File: config.mk
export PLATFORM = sky130hd
export DESIGN_NAME = longest_nondecreasing_subseq_length
export DESIGN_NICKNAME = d
export VERILOG_FILES = /design/src/design/lnds_pkg.sv /design/src/design/longest_nondecreasing_subseq_length.sv
export SDC_FILE = /design/constraint.sdc
export NUM_CORES = 1
export LEC_CHECK = 0
export ABC_AREA = 1
export ABC_CLOCK_PERIOD_IN_PS = 3000
export BUFFER_PORTS_ARGS = -buffer_cell sky130_fd_sc_hd__buf_2
export CAP_MARGIN = 20
export CELL_PAD_IN_SITES_DETAIL_PLACEMENT = 0
export CELL_PAD_IN_SITES_GLOBAL_PLACEMENT = 1
export CORE_MARGIN = 1.5
export CORE_UTILIZATION = 46
export DETAILED_ROUTE_END_ITERATION = 7
export PLACE_DENSITY_LB_ADDON = 0.1
export SETUP_SLACK_MARGIN = 0.4
export SYNTH_ARGS = -nofsm -noshare
export SYNTH_HDL_FRONTEND = slang
export SYNTH_SLANG_ARGS = --single-unit
File: constraint.sdc
create_clock -name clk -period 3 [get_ports clk]
set_input_delay 0.6 -clock clk [delete_from_list [all_inputs] [get_ports clk]]
set_output_delay 0.6 -clock clk [all_outputs]
set_load 0.02 [all_outputs]
File: src/design/lnds_pkg.sv
// Package for the longest non-decreasing subsequence length block.
// Holds the pile memory sizing, the request and result structs, and the FSM state type.
// No dependencies.
`default_nettype none

package lnds_pkg;

  localparam int MAX_PILES = 64;
  localparam int IDX_W     = $clog2(MAX_PILES);
  localparam int CNT_W     = $clog2(MAX_PILES + 1);
  localparam int VAL_W     = 8;
  localparam int LEN_W     = 7;
  localparam int LEN_MAX   = (1 << LEN_W) - 1;
  localparam int CMP_W     = (CNT_W > LEN_W) ? CNT_W : LEN_W;

  typedef struct packed {
    logic signed [VAL_W-1:0] value;
    logic                    first;
    logic                    final_req;
  } in_item_t;

  typedef struct packed {
    logic [LEN_W-1:0] length;
    logic             overflow;
  } out_item_t;

  typedef enum logic [2:0] {
    ST_IDLE,
    ST_SEARCH,
    ST_CMP,
    ST_WRITE,
    ST_EMIT
  } lnds_state_t;

endpackage

`default_nettype wire

File: src/design/longest_nondecreasing_subseq_length.sv
// Top level of the longest non-decreasing subsequence length block (patience sorting).
// Pile tops live in a single-port synchronous memory searched by binary search.
// Depends on lnds_pkg.
//
//   channel | direction | handshake          | payload
//   --------+-----------+--------------------+------------------------------------
//   in      | into      | in_valid, in_stall | in_item  (value, first, final_req)
//   out     | out of    | out_valid,out_stall| out_item (length, overflow)
//
// A request runs a binary search of at most k = ceil(log2(n + 1)) steps over the n piles
// it searches, none after a first mark; a final request then loads the result. Each
// search step reads the pile memory once. Reset clears the pile count, the overflow flag
// and the result valid flag; the pile memory is not cleared. A stalled result is held in
// its register while the next request is taken; a final request then waits until the
// register frees.
`default_nettype none

module longest_nondecreasing_subseq_length (
  input  wire logic               clk,
  input  wire logic               rst,
  input  wire logic               in_valid,
  output logic                    in_stall,
  input  wire lnds_pkg::in_item_t in_item,
  output logic                    out_valid,
  input  wire logic               out_stall,
  output lnds_pkg::out_item_t     out_item
);
  import lnds_pkg::*;

  lnds_state_t state, state_next;

  // Pile-top memory: sorted non-decreasing over the valid piles.
  logic signed [VAL_W-1:0] pile_mem [MAX_PILES];
  logic signed [VAL_W-1:0] rd_data;
  logic        [IDX_W-1:0] rd_addr;
  logic                    rd_en;
  logic                    wr_en;
  logic        [IDX_W-1:0] wr_addr;

  logic [CNT_W-1:0]        pile_count;
  logic                    overflow_seen;
  in_item_t                req;
  logic [CNT_W-1:0]        lo;
  logic [CNT_W-1:0]        hi;
  logic [CNT_W-1:0]        mid;
  logic [CNT_W:0]          mid_sum;

  logic                    accept;
  logic                    out_free;

  assign accept   = in_valid && !in_stall;
  assign out_free = !out_valid || !out_stall;
  assign mid_sum  = {1'b0, lo} + {1'b0, hi};

  always_comb begin
    state_next = state;
    in_stall   = 1'b1;
    rd_en      = 1'b0;
    wr_en      = 1'b0;
    rd_addr    = mid_sum[IDX_W:1];
    wr_addr    = lo[IDX_W-1:0];
    unique case (state)
      ST_IDLE: begin
        in_stall = 1'b0;
        if (in_valid) begin
          state_next = ST_SEARCH;
        end
      end
      ST_SEARCH: begin
        if (lo < hi) begin
          rd_en      = 1'b1;
          state_next = ST_CMP;
        end else begin
          state_next = ST_WRITE;
        end
      end
      ST_CMP: begin
        state_next = ST_SEARCH;
      end
      ST_WRITE: begin
        // A slot below the count replaces a top; at the count it opens a pile if room is left.
        wr_en      = (lo < pile_count) || (pile_count < CNT_W'(MAX_PILES));
        state_next = req.final_req ? ST_EMIT : ST_IDLE;
      end
      ST_EMIT: begin
        if (out_free) begin
          state_next = ST_IDLE;
        end
      end
      default: begin
        state_next = ST_IDLE;
      end
    endcase
  end

  always_ff @(posedge clk) begin
    if (rst) begin
      state <= ST_IDLE;
    end else begin
      state <= state_next;
    end
  end

  always_ff @(posedge clk) begin
    if (rd_en) begin
      rd_data <= pile_mem[rd_addr];
    end
    if (wr_en) begin
      pile_mem[wr_addr] <= req.value;
    end
  end

  always_ff @(posedge clk) begin
    if (accept) begin
      req <= in_item;
      lo  <= '0;
      hi  <= in_item.first ? '0 : pile_count;
    end else if (state == ST_SEARCH && lo < hi) begin
      mid <= mid_sum[CNT_W:1];
    end else if (state == ST_CMP) begin
      if (rd_data > req.value) begin
        hi <= mid;
      end else begin
        lo <= mid + CNT_W'(1);
      end
    end
  end

  always_ff @(posedge clk) begin
    if (rst) begin
      pile_count    <= '0;
      overflow_seen <= 1'b0;
    end else if (accept && in_item.first) begin
      pile_count    <= '0;
      overflow_seen <= 1'b0;
    end else if (state == ST_WRITE && lo == pile_count) begin
      if (pile_count < CNT_W'(MAX_PILES)) begin
        pile_count <= pile_count + CNT_W'(1);
      end else begin
        overflow_seen <= 1'b1;
      end
    end
  end

  always_ff @(posedge clk) begin
    if (rst) begin
      out_valid <= 1'b0;
    end else if (state == ST_EMIT && out_free) begin
      out_valid <= 1'b1;
    end else if (!out_stall) begin
      out_valid <= 1'b0;
    end
  end

  always_ff @(posedge clk) begin
    if (state == ST_EMIT && out_free) begin
      out_item.length   <= (CMP_W'(pile_count) > CMP_W'(LEN_MAX)) ?
                           LEN_W'(LEN_MAX) : LEN_W'(pile_count);
      out_item.overflow <= overflow_seen;
    end
  end

  // The pile count never passes the memory depth.
  a_count_bound: assert property (@(posedge clk) disable iff (rst)
    pile_count <= CNT_W'(MAX_PILES))
    else $error("pile count exceeds memory depth");

  // The search window never inverts and never reaches past the valid piles.
  a_window: assert property (@(posedge clk) disable iff (rst)
    (state == ST_SEARCH || state == ST_CMP || state == ST_WRITE) |->
      (lo <= hi && hi <= pile_count))
    else $error("binary search window out of order");

  // An accepted request always starts a search.
  a_start: assert property (@(posedge clk) disable iff (rst)
    accept |=> state == ST_SEARCH)
    else $error("accepted request did not start a search");

  // Opening a pile raises the count by exactly one.
  a_new_pile: assert property (@(posedge clk) disable iff (rst)
    (state == ST_WRITE && lo == pile_count && pile_count < CNT_W'(MAX_PILES)) |=>
      pile_count == $past(pile_count) + CNT_W'(1))
    else $error("new pile did not raise the count");

  // A result is loaded only from the emit state.
  a_emit: assert property (@(posedge clk) disable iff (rst)
    $rose(out_valid) |-> $past(state) == ST_EMIT)
    else $error("result appeared outside the emit state");

endmodule

`default_nettype wire

==> flow_metrics.py, run 1 <==
metrics = {
    "cts": {
        "cts_tree": "done",
        "clkLatencyLatePin_ns": 0.62,
        "htree_levels": 2,
        "numCtsBuffers": 57,
        "cts_sinks": 570,
        "clk_pin_slew_ns": 0.06,
        "holdBufCountCts": 0,
        "clock_path_buffers": 3,
        "root_buffer": "clkbuf_16",
    },
    "pwr": {
        "switching_power_mw": 7.45,
        "power_frac_seq_pct": 39.5,
        "cellInternalPower_mw": 15.3,
        "switching_share_pct": 32.7,
        "p_leak_nw": 11.2,
        "peakVddDrop_v": 0.000498,
        "combPwrFrac_pct": 28.1,
        "pwr-share-clk_pct": 32.4,
        "p_per_area_mw_per_mm2": 787,
    },
    "synthesis": {
        "synth_ff_type": "edfxtp_1",
        "synthAdderAreaFrac_pct": 1.56,
        "netlist_area_mm2": 0.0245,
        "synthArstFlopShare_pct": 0,
        "synth_cells": 2275,
        "synth_top_family_by_area": "simple AND/OR/NAND/NOR gates",
        "yosys.area_share.simple_pct": 21.7,
        "seq_area_frac_synth_pct": 69.2,
        "avgSynthCellArea_um2": 10.8,
        "ys_ff_latch": 570,
        "synth_mux_area_share_pct": 0,
        "synth_edf_count": 551,
        "synth_cell_types": 32,
        "synth_compound_area_share_pct": 3.00,
        "yosys.area_share.xor_xnor_pct": 0.281,
        "ys_warn_count": 0,
        "syn_nets": 2319,
    },
    "sta": {
        "fin_skew_ns": 0.0192,
        "rsz0062_at_grt": "yes",
        "max_clock_freq_mhz": 348,
        "slew_violations": 0,
        "slew_headroom_pct": 35.4,
        "worst_pin_slew_ns": 0.970,
        "period_needed_ns": 2.88,
        "hold_violations": 0,
        "fin_crit_sh_pct": 95.9,
        "whs_ns": 0.159,
        "setup-violations-final": 0,
    },
    "route": {
        "firstDrtPassIters": 6,
        "viasPerCell": 5.44,
        "drc": 0,
        "drt_iter0_markers": 1620,
        "routedWlPerCell_um": 22.4,
        "drt_wl_total_mm": 70.1,
        "vias": 17028,
        "ant_nets": 0,
    },
    "final_layout": {
        "fin_area_mm2": 0.0290,
        "nFillCells": 4547,
        "diodes": 0,
        "nNetsFinal": 2438,
        "drive_gt1_share_pct": 14.8,
        "synthToLayoutAreaGrowth_pct": 18.4,
    },
    "worst_setup_path": {
        "slowest_stage": "fa_4",
        "crit_required_ns": 3.38,
        "crit_type": "reg2reg",
        "arrival_ns": 3.25,
        "end_kind": "flop",
        "worstRegToRegCells": 14,
        "startpoint": "hi[0]",
        "reg2reg_from": "hi[0]",
        "cp_max_fo": 16,
        "crit_chain": "nand2_1, clkinv_2, fa_4, buf_12, inv_16, buf_16, nand2_1, nand4_1, nand2_2, nand3_1, nand3_1, nand3_2, nand3_1, nand2_1",
        "endpoint": "rd_data[6]",
        "r2r_slack_ns": 0.12,
        "crit_path_start_kind": "flop",
        "cpPeakStageDelay_ns": 0.79,
        "r2r-end": "rd_data[6]",
    },
    "placed_design": {
        "routabilityCongestion": 0.872,
        "portBuffers": 23,
        "hpwl_mm": 41.8,
        "placed_area_mm2": 0.0262,
    },
    "grt": {
        "antenna_found_initial": 0,
        "grt_use_met1_pct": 36.1,
        "grt_use_met3_pct": 3.13,
        "grtUsageTotal_pct": 26.2,
        "grt_max_degree": 65,
        "grt_pass1_vias": 16666,
        "grt_pass1_wl_mm": 105,
        "busiest_layer": "met2",
        "grt_overflow": 0,
        "met2_usage_pct": 43.8,
    },
    "floorplan": {
        "num_io_pins": 24,
        "die_h_um": 234,
        "die_w_um": 234,
        "num_rows": 84,
        "design.die.area_mm2": 0.0546,
        "core_mm2": 0.0526,
        "start_util_pct": 46.6,
    },
    "hold_path": {
        "hold_path_class": "in2reg",
        "hold_depth": 1,
    },
    "job": {
        "maxCapViolCount": 0,
    },
    "status": {
        "outcome": "completed",
    },
}
## what timing repair did
item,4_1_cts,5_1_grt
resized for setup,101,49
endpoints found under the setup margin,56,503
pin swaps,26,12
setup buffers,3,2
gates cloned,7,2
## kinds of logic (layout without fill, tap and decap cells)
family / Yosys count / in the layout
flip-flops: 570 / 570
adder cells (fa/ha/maj): 30 / 30
AND/OR/NAND/NOR: 1282 / 1282
XOR/XNOR: 7 / 7
buffers and inverters: 246 / 413
AO/OA/AOI/OAI: 140 / 140
## worst max-delay path: cells and delay by family, from the launching register on
family / cells / cell delay, ns
buf+inv: 4 / 0.49
simple gates: 9 / 0.93
fa+ha+maj: 1 / 0.79
flops: 1 / 0.39
## state kept, by name, summed over array words and instances, names as in the netlist
name / cells
out_valid: 1
pile_count: 7
mid: 7
overflow_seen: 1
lo: 7
out_item: 8
req: 9
hi: 7
state: 3
pile_mem: 512
rd_data: 8
## cells in the final DEF, fill, tap and decap left out, drive strengths merged
cell type	Yosys	layout
buf	60	179
nand4	21	21
inv	122	125
clkinvlp	0	1
o211ai	3	3
o21bai	2	2
ha	29	29
nand3b	1	1
clkbuf	62	71
a21oi	26	26
clkinv	2	28
nor3b	3	3
o21a	1	1
o31ai	5	5
xnor2	3	3
fa	1	1
a31oi	1	1
nor2	254	254
xor2	4	4
nor3	10	10
nand3	325	325
dfxtp	19	19
edfxtp	551	551
o21ai	102	102
nand2	668	668
bufinv	0	9
## cells in the mapped netlist (2+ instances only)
library cell	count	area share [%]
nand3_1	325	6.6
o21bai_1	2	0.061
inv_1	116	1.8
edfxtp_1	551	68
clkbuf_1	62	0.95
nand4_1	21	0.54
buf_1	3	0.046
nand2_1	662	10
a21oi_1	25	0.51
inv_2	6	0.092
nor3b_1	3	0.092
o31ai_1	5	0.15
o211ai_1	3	0.092
ha_1	29	1.5
nor2_1	254	3.9
buf_6	4	0.18
nand2_2	6	0.15
o21ai_0	101	2.1
xor2_1	3	0.11
dfxtp_1	19	1.6
xnor2_1	3	0.11
clkinv_1	2	0.031
buf_2	45	0.92
buf_4	8	0.25
nor3_1	10	0.20
## metal layers
layer / vias up / part of all wire (%)
met1: 8410 / 44
met4: 0 / 2.3
li1: 8018 / -
met2: 506 / 49
met5: - / 0
met3: 94 / 5.0
## how the worst min path moves through the flow
| stage | from | to | slack, ns |
|---|---|---|---|
| CTS | in_item[2] | req[2] | 0.13 |
| detailed placement | overflow_seen | out_item[0] | 0.42 |
| global placement | overflow_seen | out_item[0] | 0.42 |
| global route | in_item[2] | req[2] | 0.14 |
| finish | in_item[2] | req[2] | 0.16 |
| floorplan | overflow_seen | out_item[0] | 0.41 |
## power by group through the flow
| stage | Combinational [mW] | Clock (mW) | Sequential, mW |
|---|---|---|---|
| detailed placement | 5.64 | 0 | 9.17 |
| global route | 6.96 | 7.76 | 9.00 |
| CTS | 6.24 | 7.47 | 9.00 |
| global placement | 5.64 | 0 | 9.17 |
| floorplan | 3.38 | 0 | 9.20 |
| finish | 6.41 | 7.39 | 9.00 |
## stage by stage
step	worst slack (ns)	util, %	TNS [ns]	cells	power (mW)
detailed placement	-0.0880	49.9	-0.177	3009	14.8
finish	0.123	55.1	0	3130	22.8
global route	0.0207	55.1	0	3130	23.7
global placement	-0.0575	49.9	-0.146	3009	14.8
floorplan	0.318	-	0	2275	12.6
CTS	0.0814	54.6	0	3126	22.7
## final cells by class
cell class / count / area (µm²) / area share (%)
flip-flops and latches: 570 / 16900 / 58.5
multi-input cells: 1459 / 6880 / 23.8
repair buffers: 181 / 1870 / 6.47
clock buffers: 69 / 1510 / 5.23
well taps: 688 / 861 / 2.97
inverters: 124 / 485 / 1.68
clock inverters: 38 / 405 / 1.40
repair inverters: 1 / 8.76 / 0.0302
(Power assumes the default switching activity.)
==> run 2: changes to the inputs <==
Settings changed: CORE_UTILIZATION 46 to 45.
==> flow_metrics.py, run 2 (synthesis gave the netlist of run 1 again) <==
metrics = {
    "status": {
        "outcome": "completed",
    },
    "cts": {
        "clk_pin_slew_ns": 0.06,
        "clock_path_buffers": 3,
        "root_buffer": "clkbuf_16",
        "holdBufCountCts": 0,
        "clkLatencyLatePin_ns": 0.62,
        "numCtsBuffers": 61,
        "cts_sinks": 570,
        "htree_levels": 2,
        "cts_tree": "done",
    },
    "worst_setup_path": {
        "crit_path_start_kind": "flop",
        "arrival_ns": 3.21,
        "end_kind": "flop",
        "crit_type": "reg2reg",
        "crit_required_ns": 3.37,
        "startpoint": "hi[0]",
        "cp_max_fo": 5,
        "reg2reg_from": "hi[0]",
    },
    "final_layout": {
        "layout.cells.most_common": "nand2_1",
        "postLayoutCoreUtil_pct": 54.7,
        "synthToLayoutAreaGrowth_pct": 20.3,
        "nNetsFinal": 2419,
        "fin_area_mm2": 0.0294,
        "reg_top3": "pile_mem: 512 flops, req: 9 flops",
        "largest_reg_flops": 512,
        "top_register": "pile_mem",
        "diodes": 0,
        "drive_gt1_share_pct": 16.7,
        "layout_common_cells": "655 x nand2_1, 551 x edfxtp_1, 243 x nand3_1",
        "nFillCells": 4673,
    },
    "grt": {
        "grt_overflow": 0,
        "grt_pass1_vias": 16764,
        "antenna_found_initial": 0,
        "grt_max_degree": 65,
        "grt_pass1_wl_mm": 106,
        "grtUsageTotal_pct": 25.8,
    },
    "sta": {
        "worst_pin_slew_ns": 1.01,
        "setup-violations-final": 0,
        "fin_crit_sh_pct": 94.8,
        "tns_ns": 0,
        "fin_skew_ns": 0.0189,
        "hold_violations": 0,
        "max_clock_freq_mhz": 352,
        "rsz0062_at_grt": "yes",
        "slew_violations": 0,
        "period_needed_ns": 2.84,
        "whs_ns": 0.149,
        "slew_headroom_pct": 32.8,
    },
    "floorplan": {
        "num_rows": 85,
        "start_util_pct": 45.5,
        "design.die.area_mm2": 0.0558,
        "die_w_um": 236,
        "core_mm2": 0.0538,
        "die_h_um": 236,
        "num_io_pins": 24,
    },
    "pwr": {
        "switching_power_mw": 7.74,
        "p_leak_nw": 11.2,
        "p_per_area_mw_per_mm2": 793,
        "pwr-share-clk_pct": 32.2,
        "switching_share_pct": 33.1,
        "combPwrFrac_pct": 29.2,
        "cellInternalPower_mw": 15.6,
        "power_frac_seq_pct": 38.5,
        "peakVddDrop_v": 0.000456,
    },
    "route": {
        "drc": 0,
        "viasPerCell": 5.42,
        "route.met3.wl_mm": 3.99,
        "drt_iter0_markers": 1495,
        "vias": 16906,
        "drt_wl_total_mm": 71.0,
        "top_layer": "met4",
        "wl_met2_mm": 33.6,
        "ant_nets": 0,
        "firstDrtPassIters": 7,
        "routedWlPerCell_um": 22.8,
        "met1_length_mm": 30.6,
    },
    "placed_design": {
        "routabilityCongestion": 0.836,
        "portBuffers": 23,
        "placed_area_mm2": 0.0260,
        "hpwl_mm": 41.2,
    },
    "hold_path": {
        "min_from": "in_item[0]",
        "hold_path_class": "in2reg",
    },
    "job": {
        "maxCapViolCount": 0,
    },
}
[run 2: changes by cell type in the layout (fill, tap and decap cells not counted), sizes merged]
cell	change
buf	-25
bufbuf	+2
bufinv	-3
inv	+3
clkinv	-2
clkbuf	+8
clkinvlp	-1
[run 2: path summary, 6_finish.rpt]
check / end / slack (ns) / depth (start not counted)
hold / removal: req[0] / 0.15 / 1
setup reg to reg: rd_data[2] / 0.16 / 15
setup / recovery: rd_data[2] / 0.16 / 15
hold reg to reg: out_item[0] / 0.43 / 0
[run 2: layout make-up]
type                       instances  area, µm²  share of cell area (%)
sequential                       570      16900                    57.5
multi-input combinational       1459       7400                    25.1
timing repair buffer             157       1720                    5.84
clock buffer                      78       1680                    5.72
tap                              696        871                    2.96
inverter                         124        495                    1.68
clock inverter                    34        314                    1.07
timing repair inverter             2       28.8                  0.0977
[run 2: critical path, cell delays in order (launching register included)]
cell and delay, ns:
edfxtp_1 0.38, nand2_1 0.10, clkinv_2 0.07, fa_4 0.78, buf_12 0.19, inv_16 0.08, buf_16 0.15, buf_4 0.13
nand2_1 0.05, nand3_1 0.08, nand2_1 0.09, nand2_1 0.07, nand3_2 0.10, nand3_4 0.14, nand3_2 0.10, nand2_1 0.06
[run 2: layer usage]
metal  up-vias  global-route usage [%]
met5         -                       0
met4         0                    9.91
met3       127                    3.24
met2       513                    41.7
met1      8252                    35.6
li1       8014                       -
[run 2: stage by stage]
| step | cells | setup WS [ns] | power (mW) |
|---|---|---|---|
| after floorplan | 2275 | 0.318 | 12.6 |
| after detailed placement | 2982 | -0.191 | 14.8 |
| after global placement | 2982 | -0.203 | 14.8 |
| final | 3120 | 0.157 | 23.4 |
| after CTS | 3115 | 0.104 | 23.3 |
| after global routing | 3120 | 0.0496 | 24.4 |
[run 2: power groups by stage]
stage	Combinational, mW	Sequential (mW)	Clock (mW)
2_1_floorplan	3.38	9.20	0
3_3_place_gp	5.62	9.17	0
3_5_place_dp	5.63	9.17	0
4_1_cts	6.67	9.00	7.66
5_1_grt	7.41	9.00	7.95
6_report	6.83	9.00	7.53
[run 2: what timing repair did]
action	4_1_cts	5_1_grt
pin swaps	38	24
cloned	12	1
setup endpoints to repair	312	387
setup buffers	9	4
gates resized for setup	172	83
